$ cat src/csvtok_pkg.sv
// Shared types, codes and constants for the CSV byte tokenizer.
// Depends on nothing; imported by every module of the block.
`default_nettype none

package csvtok_pkg;

  localparam int ROW_BITS_DEF = 24;
  localparam int COL_BITS_DEF = 12;
  localparam int QDEPTH_DEF   = 4;

  localparam logic [7:0] CH_QUOTE = 8'h22;
  localparam logic [7:0] CH_CR    = 8'h0D;
  localparam logic [7:0] CH_LF    = 8'h0A;
  localparam logic [7:0] DELIM_RESET = 8'd44;

  typedef enum logic [1:0] {
    K_DATA    = 2'd0,
    K_FINISH  = 2'd1,
    K_RESTART = 2'd2,
    K_UNUSED  = 2'd3
  } kind_t;

  typedef enum logic [1:0] {
    EV_CONTENT = 2'd0,
    EV_END     = 2'd1,
    EV_ERROR   = 2'd2
  } event_t;

  typedef enum logic [2:0] {
    PH_LINE     = 3'd0,
    PH_FSTART   = 3'd1,
    PH_PLAIN    = 3'd2,
    PH_QUOTED   = 3'd3,
    PH_QSEEN    = 3'd4,
    PH_AFTER_CR = 3'd5,
    PH_ERROR    = 3'd6
  } phase_t;

  typedef struct packed {
    kind_t      kind;
    logic [7:0] data;
    logic       is_quote;
    logic       is_delim;
    logic       is_cr;
    logic       is_lf;
  } token_t;

endpackage

`default_nettype wire

$ cat src/csvtok_front.sv
// Front end: holds the delimiter register and classifies each input word.
// Depends on csvtok_pkg.
`default_nettype none

module csvtok_front (
  input  wire logic              clk,
  input  wire logic              rst_n,
  input  wire logic              cfg_wr_en,
  input  wire logic [7:0]        cfg_wr_data,
  input  wire logic              in_tvalid,
  output logic                   in_tready,
  input  wire logic [7:0]        in_tdata,
  input  wire logic [1:0]        in_tuser,
  output logic                   push,
  output csvtok_pkg::token_t     push_tok,
  input  wire logic              q_ready
);
  import csvtok_pkg::*;

  logic [7:0] delim_r;

  always_ff @(posedge clk) begin
    if (!rst_n) begin
      delim_r <= DELIM_RESET;
    end else if (cfg_wr_en) begin
      delim_r <= cfg_wr_data;
    end
  end

  assign in_tready = q_ready;
  assign push      = in_tvalid & q_ready;

  always_comb begin
    push_tok.kind     = kind_t'(in_tuser);
    push_tok.data     = in_tdata;
    push_tok.is_quote = (in_tdata == CH_QUOTE);
    push_tok.is_delim = (in_tdata == delim_r);
    push_tok.is_cr    = (in_tdata == CH_CR);
    push_tok.is_lf    = (in_tdata == CH_LF);
  end

endmodule

`default_nettype wire

$ cat src/csvtok_queue.sv
// Short token queue between the classifier and the parser.
// Depends on csvtok_pkg.
`default_nettype none

module csvtok_queue #(
  parameter int DEPTH = csvtok_pkg::QDEPTH_DEF
) (
  input  wire logic              clk,
  input  wire logic              rst_n,
  input  wire logic              push,
  input  wire csvtok_pkg::token_t push_tok,
  output logic                   q_ready,
  output logic                   q_valid,
  output csvtok_pkg::token_t     q_tok,
  input  wire logic              pop
);
  import csvtok_pkg::*;

  localparam int PTR_W = (DEPTH > 1) ? $clog2(DEPTH) : 1;
  localparam int CNT_W = $clog2(DEPTH + 1);
  localparam logic [PTR_W-1:0] PTR_LAST = PTR_W'(DEPTH - 1);
  localparam logic [CNT_W-1:0] CNT_FULL = CNT_W'(DEPTH);

  token_t            slot_r [DEPTH];
  logic [PTR_W-1:0]  wr_ptr_r, wr_ptr_nxt;
  logic [PTR_W-1:0]  rd_ptr_r, rd_ptr_nxt;
  logic [CNT_W-1:0]  count_r, count_nxt;
  logic              do_push, do_pop;

  assign q_ready = (count_r != CNT_FULL);
  assign q_valid = (count_r != '0);
  assign q_tok   = slot_r[rd_ptr_r];
  assign do_push = push & q_ready;
  assign do_pop  = pop & q_valid;

  always_comb begin
    wr_ptr_nxt = wr_ptr_r;
    rd_ptr_nxt = rd_ptr_r;
    count_nxt  = count_r;
    if (do_push) begin
      wr_ptr_nxt = (wr_ptr_r == PTR_LAST) ? '0 : wr_ptr_r + 1'b1;
    end
    if (do_pop) begin
      rd_ptr_nxt = (rd_ptr_r == PTR_LAST) ? '0 : rd_ptr_r + 1'b1;
    end
    if (do_push && !do_pop) begin
      count_nxt = count_r + 1'b1;
    end else if (!do_push && do_pop) begin
      count_nxt = count_r - 1'b1;
    end
  end

  always_ff @(posedge clk) begin
    if (!rst_n) begin
      wr_ptr_r <= '0;
      rd_ptr_r <= '0;
      count_r  <= '0;
    end else begin
      wr_ptr_r <= wr_ptr_nxt;
      rd_ptr_r <= rd_ptr_nxt;
      count_r  <= count_nxt;
    end
  end

  always_ff @(posedge clk) begin
    if (do_push) begin
      slot_r[wr_ptr_r] <= push_tok;
    end
  end

endmodule

`default_nettype wire

$ cat src/csvtok_back.sv
// Back end: CSV parse state machine, row/column counters and output register.
// Depends on csvtok_pkg.
`default_nettype none

module csvtok_back #(
  parameter int ROW_BITS = csvtok_pkg::ROW_BITS_DEF,
  parameter int COL_BITS = csvtok_pkg::COL_BITS_DEF,
  parameter int DATA_W   = ((8 + ROW_BITS + COL_BITS + 7) / 8) * 8
) (
  input  wire logic              clk,
  input  wire logic              rst_n,
  input  wire logic              q_valid,
  input  wire csvtok_pkg::token_t q_tok,
  output logic                   pop,
  output logic                   out_tvalid,
  input  wire logic              out_tready,
  output logic [DATA_W-1:0]      out_tdata,
  output logic [1:0]             out_tuser
);
  import csvtok_pkg::*;

  localparam int PAD_W = DATA_W - 8 - ROW_BITS - COL_BITS;

  phase_t              phase_r, phase_nxt;
  logic [ROW_BITS:0]   lines_r, lines_nxt;
  logic [COL_BITS:0]   fields_r, fields_nxt;
  logic                pend_r, pend_nxt;

  logic                out_valid_r;
  event_t              ev_r;
  logic [7:0]          content_r;
  logic [ROW_BITS-1:0] row_r;
  logic [COL_BITS-1:0] col_r;

  logic                emit;
  event_t              ev;
  logic [7:0]          cont;
  logic [ROW_BITS-1:0] row_v;
  logic [COL_BITS-1:0] col_v;
  phase_t              ph;
  logic                done;
  logic                eol;

  assign pop = q_valid & (~out_valid_r | out_tready);
  assign eol = q_tok.is_cr | q_tok.is_lf;

  always_comb begin
    phase_nxt  = phase_r;
    lines_nxt  = lines_r;
    fields_nxt = fields_r;
    pend_nxt   = pend_r;
    emit       = 1'b0;
    ev         = EV_CONTENT;
    cont       = '0;
    ph         = phase_r;
    done       = 1'b0;
    if (pop) begin
      case (q_tok.kind)
        K_DATA: begin
          if (phase_r != PH_ERROR) begin
            if (ph == PH_AFTER_CR) begin
              if (q_tok.is_lf) begin
                phase_nxt = PH_LINE;
                done      = 1'b1;
              end else begin
                ph = PH_LINE;
              end
            end
            if (!done && ph == PH_LINE) begin
              if (!lines_r[ROW_BITS]) begin
                lines_nxt = lines_r + 1'b1;
              end
              fields_nxt = '0;
              if (eol) begin
                phase_nxt = q_tok.is_cr ? PH_AFTER_CR : PH_LINE;
                done      = 1'b1;
              end else begin
                ph = PH_FSTART;
              end
            end
            if (!done && ph == PH_FSTART) begin
              if (!fields_nxt[COL_BITS]) begin
                fields_nxt = fields_nxt + 1'b1;
              end
              pend_nxt = 1'b1;
              if (q_tok.is_quote) begin
                phase_nxt = PH_QUOTED;
                done      = 1'b1;
              end else begin
                ph = PH_PLAIN;
              end
            end
            if (!done) begin
              case (ph)
                PH_PLAIN: begin
                  if (q_tok.is_delim || eol) begin
                    emit = 1'b1;
                    ev   = EV_END;
                    if (q_tok.is_delim) begin
                      phase_nxt = PH_FSTART;
                      pend_nxt  = 1'b1;
                    end else begin
                      phase_nxt = q_tok.is_cr ? PH_AFTER_CR : PH_LINE;
                      pend_nxt  = 1'b0;
                    end
                  end else begin
                    phase_nxt = PH_PLAIN;
                    emit      = 1'b1;
                    cont      = q_tok.data;
                  end
                end
                PH_QUOTED: begin
                  if (q_tok.is_quote) begin
                    phase_nxt = PH_QSEEN;
                  end else begin
                    emit = 1'b1;
                    cont = q_tok.data;
                  end
                end
                PH_QSEEN: begin
                  if (q_tok.is_quote) begin
                    phase_nxt = PH_QUOTED;
                    emit      = 1'b1;
                    cont      = q_tok.data;
                  end else if (q_tok.is_delim || eol) begin
                    emit = 1'b1;
                    ev   = EV_END;
                    if (q_tok.is_delim) begin
                      phase_nxt = PH_FSTART;
                      pend_nxt  = 1'b1;
                    end else begin
                      phase_nxt = q_tok.is_cr ? PH_AFTER_CR : PH_LINE;
                      pend_nxt  = 1'b0;
                    end
                  end else begin
                    phase_nxt = PH_ERROR;
                    pend_nxt  = 1'b0;
                    emit      = 1'b1;
                    ev        = EV_ERROR;
                  end
                end
                default: begin
                end
              endcase
            end
          end
        end
        K_FINISH: begin
          if (phase_r != PH_ERROR) begin
            if (pend_r) begin
              if (phase_r == PH_FSTART && !fields_r[COL_BITS]) begin
                fields_nxt = fields_r + 1'b1;
              end
              emit = 1'b1;
              ev   = EV_END;
            end
            pend_nxt  = 1'b0;
            phase_nxt = PH_LINE;
          end
        end
        K_RESTART: begin
          phase_nxt  = PH_LINE;
          lines_nxt  = '0;
          fields_nxt = '0;
          pend_nxt   = 1'b0;
        end
        default: begin
        end
      endcase
    end
  end

  always_comb begin
    row_v = (lines_nxt == '0) ? '0 : ROW_BITS'(lines_nxt - 1'b1);
    col_v = (fields_nxt == '0) ? '0 : COL_BITS'(fields_nxt - 1'b1);
  end

  always_ff @(posedge clk) begin
    if (!rst_n) begin
      phase_r     <= PH_LINE;
      lines_r     <= '0;
      fields_r    <= '0;
      pend_r      <= 1'b0;
      out_valid_r <= 1'b0;
    end else begin
      phase_r  <= phase_nxt;
      lines_r  <= lines_nxt;
      fields_r <= fields_nxt;
      pend_r   <= pend_nxt;
      if (pop && emit) begin
        out_valid_r <= 1'b1;
      end else if (out_tready) begin
        out_valid_r <= 1'b0;
      end
    end
  end

  always_ff @(posedge clk) begin
    if (pop && emit) begin
      ev_r      <= ev;
      content_r <= cont;
      row_r     <= row_v;
      col_r     <= col_v;
    end
  end

  assign out_tvalid = out_valid_r;
  assign out_tuser  = ev_r;
  assign out_tdata  = {{PAD_W{1'b0}}, col_r, row_r, content_r};

endmodule

`default_nettype wire

$ cat src/csv_byte_tokenizer_core.sv
// Top level of the CSV byte tokenizer: classifier, token queue and parser.
// Depends on csvtok_pkg, csvtok_front, csvtok_queue and csvtok_back.
//
//  channel  dir  tdata (low bit up)              tuser          handshake
//  in_      in   text_byte[7:0]                  kind[1:0]      tvalid/tready
//  out_     out  content, row, column, zero pad  event_res[1:0] tvalid/tready
//  cfg_     in   delimiter[7:0] on cfg_wr_data   -              cfg_wr_en
//
// One byte per cycle unless the output stalls; with the queue empty an accepted
// token goes to a queue slot and then the output register, as the parser reads
// the queue head directly. rst_n is synchronous: it empties the queue, returns
// the parser to line start and sets the delimiter to a comma. A stalled output
// holds its word while the queue keeps taking input until it fills.
`default_nettype none

module csv_byte_tokenizer_core #(
  parameter int ROW_BITS = csvtok_pkg::ROW_BITS_DEF,
  parameter int COL_BITS = csvtok_pkg::COL_BITS_DEF,
  parameter int QDEPTH   = csvtok_pkg::QDEPTH_DEF,
  parameter int DATA_W   = ((8 + ROW_BITS + COL_BITS + 7) / 8) * 8
) (
  input  wire logic              clk,
  input  wire logic              rst_n,
  input  wire logic              cfg_wr_en,
  input  wire logic [7:0]        cfg_wr_data,  // delimiter
  input  wire logic              in_tvalid,
  output logic                   in_tready,
  input  wire logic [7:0]        in_tdata,     // text_byte
  input  wire logic [1:0]        in_tuser,     // kind
  output logic                   out_tvalid,
  input  wire logic              out_tready,
  output logic [DATA_W-1:0]      out_tdata,    // content, row, column, zeros
  output logic [1:0]             out_tuser     // event_res
);
  import csvtok_pkg::*;

  logic   push;
  token_t push_tok;
  logic   q_ready;
  logic   q_valid;
  token_t q_tok;
  logic   pop;

  csvtok_front u_front (
    .clk         (clk),
    .rst_n       (rst_n),
    .cfg_wr_en   (cfg_wr_en),
    .cfg_wr_data (cfg_wr_data),
    .in_tvalid   (in_tvalid),
    .in_tready   (in_tready),
    .in_tdata    (in_tdata),
    .in_tuser    (in_tuser),
    .push        (push),
    .push_tok    (push_tok),
    .q_ready     (q_ready)
  );

  csvtok_queue #(
    .DEPTH (QDEPTH)
  ) u_queue (
    .clk      (clk),
    .rst_n    (rst_n),
    .push     (push),
    .push_tok (push_tok),
    .q_ready  (q_ready),
    .q_valid  (q_valid),
    .q_tok    (q_tok),
    .pop      (pop)
  );

  csvtok_back #(
    .ROW_BITS (ROW_BITS),
    .COL_BITS (COL_BITS),
    .DATA_W   (DATA_W)
  ) u_back (
    .clk        (clk),
    .rst_n      (rst_n),
    .q_valid    (q_valid),
    .q_tok      (q_tok),
    .pop        (pop),
    .out_tvalid (out_tvalid),
    .out_tready (out_tready),
    .out_tdata  (out_tdata),
    .out_tuser  (out_tuser)
  );

endmodule

`default_nettype wire

$ cat config.mk
export PLATFORM = sky130hd
export DESIGN_NAME = csv_byte_tokenizer_core
export DESIGN_NICKNAME = d
export VERILOG_FILES = /design/src/csvtok_pkg.sv /design/src/csvtok_front.sv /design/src/csvtok_queue.sv /design/src/csvtok_back.sv /design/src/csv_byte_tokenizer_core.sv
export SDC_FILE = /design/constraint.sdc
export NUM_CORES = 1
export LEC_CHECK = 0
export BUFFER_PORTS_ARGS = -buffer_cell sky130_fd_sc_hd__clkbuf_2
export CAP_MARGIN = 25
export CORE_UTILIZATION = 50
export CTS_CLUSTER_DIAMETER = 40
export CTS_CLUSTER_SIZE = 28
export DETAILED_ROUTE_END_ITERATION = 10
export GPL_TIMING_DRIVEN = 0
export HOLD_SLACK_MARGIN = 0.02
export PLACE_DENSITY = 0.74
export SLEW_MARGIN = 20
export SYNTH_ARGS = -nofsm -noshare
export SYNTH_HDL_FRONTEND = slang
export SYNTH_SLANG_ARGS = --single-unit
$ cat constraint.sdc
create_clock -name clk -period 16.1 [get_ports clk]
set_input_delay 0 -clock clk [delete_from_list [all_inputs] [get_ports clk]]
set_output_delay 0 -clock clk [all_outputs]
set_load 0.02 [all_outputs]
# Word-level counts from Yosys, hierarchy flattened
# Memories as Yosys holds them, arrays and structs flattened. A register that Yosys moved wholly into a read port is not among the register bits.
# Index checks and enable logic that the tools add are counted.
dict set report op_classes {
  n_reduce_logical 23
  mux 105
  magnitude_cmp 0
  bitwise_logic 10
  n_shift 0
  multipliers 0
  n_addsub 9
  n_eq_ne 18
  div 0
}
# op n
set op_table {}
lappend op_table {{2-to-1 mux 13 bit} 11}
lappend op_table {{2-to-1 mux 25 bit} 4}
lappend op_table {{2-to-1 mux 3 bit} 32}
lappend op_table {{case mux 25 bit (2 select lines)} 1}
lappend op_table {{case mux 13 bit (3 select lines)} 1}
lappend op_table {{2-to-1 mux 1 bit} 35}
lappend op_table {{adder 13 x 1 -> 13 bit, second input constant} 2}
lappend op_table {{adder 25 x 1 -> 25 bit, second input constant} 1}
lappend op_table {{zero test 25 bit} 1}
lappend op_table {{2-to-1 mux 8 bit} 3}
lappend op_table {{case mux 8 bit (3 select lines)} 1}
lappend op_table {{subtractor 24 x 1 -> 24 bit, second input constant} 1}
lappend op_table {{2-to-1 mux 2 bit} 9}
lappend op_table {{case mux 3 bit (3 select lines)} 2}
lappend op_table {{== test 8 x 4 -> 1 bit, second input constant} 2}
lappend op_table {{zero test 13 bit} 1}
lappend op_table {{subtractor 12 x 1 -> 12 bit, second input constant} 1}
lappend op_table {{== test 8 x 6 -> 1 bit, second input constant} 1}
lappend op_table {{== test 8 bit} 1}
lappend op_table {{case mux 2 bit (2 select lines)} 2}
lappend op_table {{== test 2 bit, second input constant} 3}
lappend op_table {{== test 3 x 1 -> 1 bit, second input constant} 2}
lappend op_table {{== test 3 x 2 -> 1 bit, second input constant} 2}
lappend op_table {{== test 3 bit, second input constant} 2}
lappend op_table {{other kinds (21)} 44}
dict set report totals {
  latch_bits 0
  wordCells 179
  reg_bits 104
  ram_bits 56
  rom_bits 0
  n_memories 1
  output_inout_bits 52
}
# name words word_bits read_ports rd_ports_with_merged_regs wr line
set memory_table {}
lappend memory_table {u_queue.slot_r 4 14 1 1 1 csvtok_queue.sv:24} ;# token_t slot_r [DEPTH];

# Longest topological paths before layout
dict set report logic_depth {
  depth_word 26
  mapped_depth 17
}

# Modules after synthesis
# A second synthesis with hierarchy kept.
dict set report unflattened {
  hier_cells 893
  hier_area_um2 9162.5
}
# mod cells_per_inst seq_area_each_um2 area_each_um2 instances
set by_module_without_submodules {}
lappend by_module_without_submodules {csvtok_back 714 2242.2 6127.1 1}
lappend by_module_without_submodules {csvtok_queue 124 1861.8 2504.9 1}
lappend by_module_without_submodules {csvtok_front 55 160.2 530.5 1}

# Worst setup path after synthesis
# No wires, ideal clock.
dict set report synth_path {
  path_type {reg2reg}
  from {register with a tool-made name}
  to {register u_back.col_r[0] (enable)}
  setup_time_ps 467
  n_path_buf 4
  period_less_slack_ps 5336
  t_arrival_ps 4869
  path_stages_with_launch 10
  setup_slack_ps 10764
  cell_sequence {dfxtp_1 -> buf_2 -> buf_1 -> mux4_2 -> inv_1 -> ha_1 -> buf_2 -> clkbuf_1 -> nand3_1 -> a21oi_1}
}
# element line
set synth_rtl {}
lappend synth_rtl {{end signal: assignment} csvtok_back.sv:203} ;# col_r <= col_v;
lappend synth_rtl {{end: declaration} csvtok_back.sv:33} ;# logic [COL_BITS-1:0] col_r;

==> results by group <==
Outcome
  • Run status: complete, but fails checks
  • Violations in the final reports: design-rule violations

Die
  • Row count: 49
  • Io pins: 75
  • Die Area: approximately 0.019 sq mm
  • Die outline width: 138.7 um
  • Effective utilization at floorplan: 51.46%
  • CORE AREA: between 0.015 and 0.02 sq mm
  • Die H: roughly 140 um

Timing
  • Number of pins with negative max-slew slack in the final report: 0
  • Upper clock frequency limit: 0.1655 GHz
  • Setup repair after global routing missed its margin: no
  • Setup-violating endpoint count in the final report: 0
  • Final hold slack: roughly 0.068 ns
  • Total negative slack: 0 ns
  • Final period util: a little under two fifths
  • Layout Skew: approximately 0.018 ns
  • Final worst path period need: 6.043 ns
  • Transition time at the pin with the least slew margin: ~1.2 ns
  • Number of hold violations in the final report: 0
  • Relative slew slack: around a fifth

Pwr
  • Portion of total power attributed to combinational logic: 46.5%
  • NetSw: 0.7976 mW
  • Sw Ratio: 43.45%
  • Total power consumption of the routed design: between 1.5 and 2 mW
  • Clock share of power: a little under a quarter
  • Pwr/cell area: ~170 mW/mm^2
  • Proportion of power drawn by flip-flops and latches: 29.8%
  • Maximum VDD drop: roughly 0.095 mV
  • Leakage power: 4.134 nW
  • Internal power contribution: just over 1 mW

Logic synthesis
  • Gate count after technology mapping: between 900 and 1,000
  • Dominant register cell in the synthesized netlist: edfxtp_1
  • Area share of the largest cell type after synthesis: between 30% and 40%
  • Count of flip-flops with a built-in enable after synthesis: 102
  • Biggest area contributors in the synthesized netlist: edfxtp_1 (33%), dfxtp_1 (13%), nor2_1 (3.8%), mux4_2 (3.4%), nor3_1 (2.8%)
  • Total of warnings raised by yosys: 0
  • Sequential cell area fraction in the yosys report: 45.66%
  • Async S/R FF share, synth: 0%
  • Combined area of all synthesized cells: 0.009339 sq mm
  • Average cell area after synthesis: just under 10 sq um
  • Synthesis-stage register bit count: 162
  • Count of unique library cells instantiated by Yosys: between 90 and 100
  • Library cell occupying the most area in the post-synthesis netlist: edfxtp_1

Routing
  • Routed wire length per instance: 19.63 um
  • Wire length reported by the detailed router: about 26 mm
  • Count of TritonRoute iterations in the first routing pass: 8
  • Via count: just over 8,000
  • Starting DRT DRC Count: 920
  • Antenna Violating Nets Remaining: 0
  • Detailed-route DRC error count: 2
  • Via density: 6.332

Min path
  • Hold Crit Class: input port to flip-flop
  • Worst Min Path Start: cfg_wr_en
  • Number of cells on the worst hold path: 3
  • Worst Hold End: u_front.delim_r[5]$_SDFFE_PN1P_

Critical path
  • Kind of start point of the critical path: flip-flop
  • Kind of end point of the critical path: flip-flop
  • Slack of the worst reg-to-reg path: a little over 10 ns
  • Cell Chain, Critical Path: buf_2 > buf_1 > mux4_2 > inv_1 > ha_1 > inv_1 > clkbuf_1 > nor3_1 > and4_1 > nor3_1 > ha_1 > nand2_1 > or4_1 > buf_2 > nor4_4 > buf_4 > a21oi_1
  • Family of cells with the greatest summed delay on the critical path: simple AND/OR/NAND/NOR gates
  • Critical path class: flip-flop to flip-flop
  • Crit path largest cell delay: about 0.70 ns
  • Length in cells of the worst reg-to-reg path: 17
  • Worst endpoint data arrival time: between 6 and 7 ns
  • R2r endpoint: u_back.row_r[16]$_SDFFCE_PN0P_
  • Crit path required time: around 16 ns
  • Critical path peak fanout: 10
  • Number of buffer and inverter stages on the critical path: 7
  • Cell with the biggest individual delay on the critical path: buf_1

Cells and area
  • Finished layout cell area: 0.01091 sq mm
  • Area of the multi-input gates: 0.004721 sq mm
  • Fraction of layout instances using a drive strength above 1: 16.20%
  • Number of nets in the layout: approximately 1,100
  • Number of fillers in the final layout: about 1,500
  • Number of inserted diodes: 0
  • Area overhead of the layout relative to synthesis: 16.80%
  • Core utilization of the finished layout: between 60% and 70%
  • Total area of sequential cells: roughly 0.0043 sq mm

CTS
  • Cell at the root of the clock tree: clkbuf_16
  • Register clock-pin slew on the reported worst setup and hold paths: roughly 0.080 ns
  • Sink Count: 162
  • Level count of the clock H-tree: 4
  • TritonCTS clock tree: done
  • Insertion delay to the later sink of the worst-skew pair: roughly 0.45 ns
  • Number of buffers created by CTS: 17
  • Number of buffers on the longest clock path: 2

Global route
  • Maximum number of pins on one net before global-route repair: 27
  • Number of antenna violations at the first check in global routing: 0
  • Grt peak-use layer: met2
  • GRT met2 Usage: between 40% and 50%
  • Vias in the first global route: slightly below 8,000
  • GRT Overall Usage: 26.93%
  • Total gr overflow: 0
  • Global-route track usage on met1: 36.81%
  • Met3 routing resource usage after global routing: under 10%
  • First-pass GRT wire length: a little over 40 mm

Flow run
  • Reported max-cap violation count: 0

Placement
  • Placer congestion estimate: approximately 0.96
  • Number of input and output port buffers inserted: 69
  • Placed Instance Area: just over 0.01 sq mm
  • Detailed placement HPWL: 17.67 mm
==> synth_stat cells, types with 6 or more instances <==
cell type,n
o21a_1,7
xor2_1,7
edfxtp_1,102
nor3_1,53
and3_1,25
or4_1,8
o31ai_1,7
and2_1,21
o21ai_0,37
mux4_2,14
nor2_1,94
a41oi_1,6
nand4_1,24
dfxtp_1,60
a21oi_1,43
xnor2_1,15
a31oi_1,14
o211ai_1,7
nor2b_1,8
and4_1,13
inv_1,25
nand2_1,65
nor4_1,19
or3_1,6
mux2i_1,19
nand3_1,36
clkbuf_1,39
buf_2,8
ha_1,17
buf_4,9
==> final cells by class <==
| cell class | instances | share of cell area (%) |
|---|---|---|
| multi-input cells | 699 | 43.28 |
| flip-flops and latches | 162 | 39.09 |
| repair buffers | 93 | 5.643 |
| clock buffers | 17 | 3.900 |
| well taps | 229 | 2.627 |
| plain buffers | 61 | 2.569 |
| clock inverters | 15 | 1.961 |
| inverters | 27 | 0.9291 |
==> power by group through the flow <==
stage          sequential [mW]  combinational [mW]  clock [mW]
2_1_floorplan            0.582               0.572           0
3_3_place_gp             0.558               0.804           0
3_5_place_dp             0.556               0.824           0
4_1_cts                  0.547               0.834       0.437
5_1_grt                  0.553               0.924       0.453
6_report                 0.547               0.854       0.434
==> layer usage <==
metal  vias up  wire length (um)
met5         -                 0
li1       3849                 -
met4         0               832
met3        67              2074
met1      3930             11140
met2       405             11530
==> placed cells by master, fill, tap and decap left out, drive strengths merged, types with 35 or more instances in the layout <==
cell and instances:
a21oi 43, inv 35, clkbuf 126, dfxtp 60
o21ai 40, nor3 54, nand2 65, nor2 94
edfxtp 102, nand3 36
==> worst max-delay path by stage <==
stage,from,endpoint,slack (ns),depth (start not counted)
after detailed placement,flip-flop,u_back.row_r[8]$_SDFFCE_PN0P_,10.19,17
after global routing,flip-flop,u_back.row_r[16]$_SDFFCE_PN0P_,9.75,17
after CTS,flip-flop,u_back.row_r[16]$_SDFFCE_PN0P_,10.12,17
after global placement,flip-flop,u_back.out_tuser[0]$_SDFFCE_PN0P_,9.05,9
final,flip-flop,u_back.row_r[16]$_SDFFCE_PN0P_,10.06,17
after floorplan,flip-flop,u_back.col_r[0]$_SDFFCE_PN0P_,10.76,9
==> sequential cells by signal (all words and copies together) (netlist names), 2 cells and up, named ones only <==
register	count
u_back.fields_r	13
u_back.phase_r	3
u_back.out_tuser	2
u_queue.wr_ptr_r	2
u_back.content_r	8
u_back.row_r	24
u_queue.rd_ptr_r	2
u_queue.slot_r	56
u_back.col_r	12
u_queue.count_r	3
u_back.lines_r	25
u_front.delim_r	8
==> worst reg2reg max path, delay by kind of cell (launching register included) <==
family                   cells  cell delay [ns]
AND/OR/NAND/NOR              6             2.27
AO/OA/AOI/OAI                1             0.06
multiplexers                 1             0.46
flip-flops                   1             0.33
adder cells (fa/ha/maj)      2             0.62
buffers and inverters        7             2.04
==> timing repair <==
item                      4_1_cts  5_1_grt
hold endpoints to repair       53        0
setup buffers                   0        0
gates resized for setup         0        0
hold buffers                   21        0
==> through the flow <==
stage                     instances  setup WS [ns]
after floorplan                 949          10.76
after CTS                      1302          10.12
after global placement         1247          9.049
final                          1303          10.06
after global routing           1303          9.751
after detailed placement       1249          10.19
==> kinds of logic (layout without fill, tap and decap cells) <==
logic type	count (synthesis)	after routing	share of synthesized area, %
AOI/OAI and AO/OA	206	206	16.05
buffers and inverters	88	213	4.086
DFF	162	162	45.66
xor gates and xnor gates	22	22	2.063
other	1	4	0.04015
and+or+nand+nor	410	410	23.41
muxes	39	39	6.203
adders and majority gates	18	18	2.492
No activity file was read; power rests on OpenSTA's default activity.
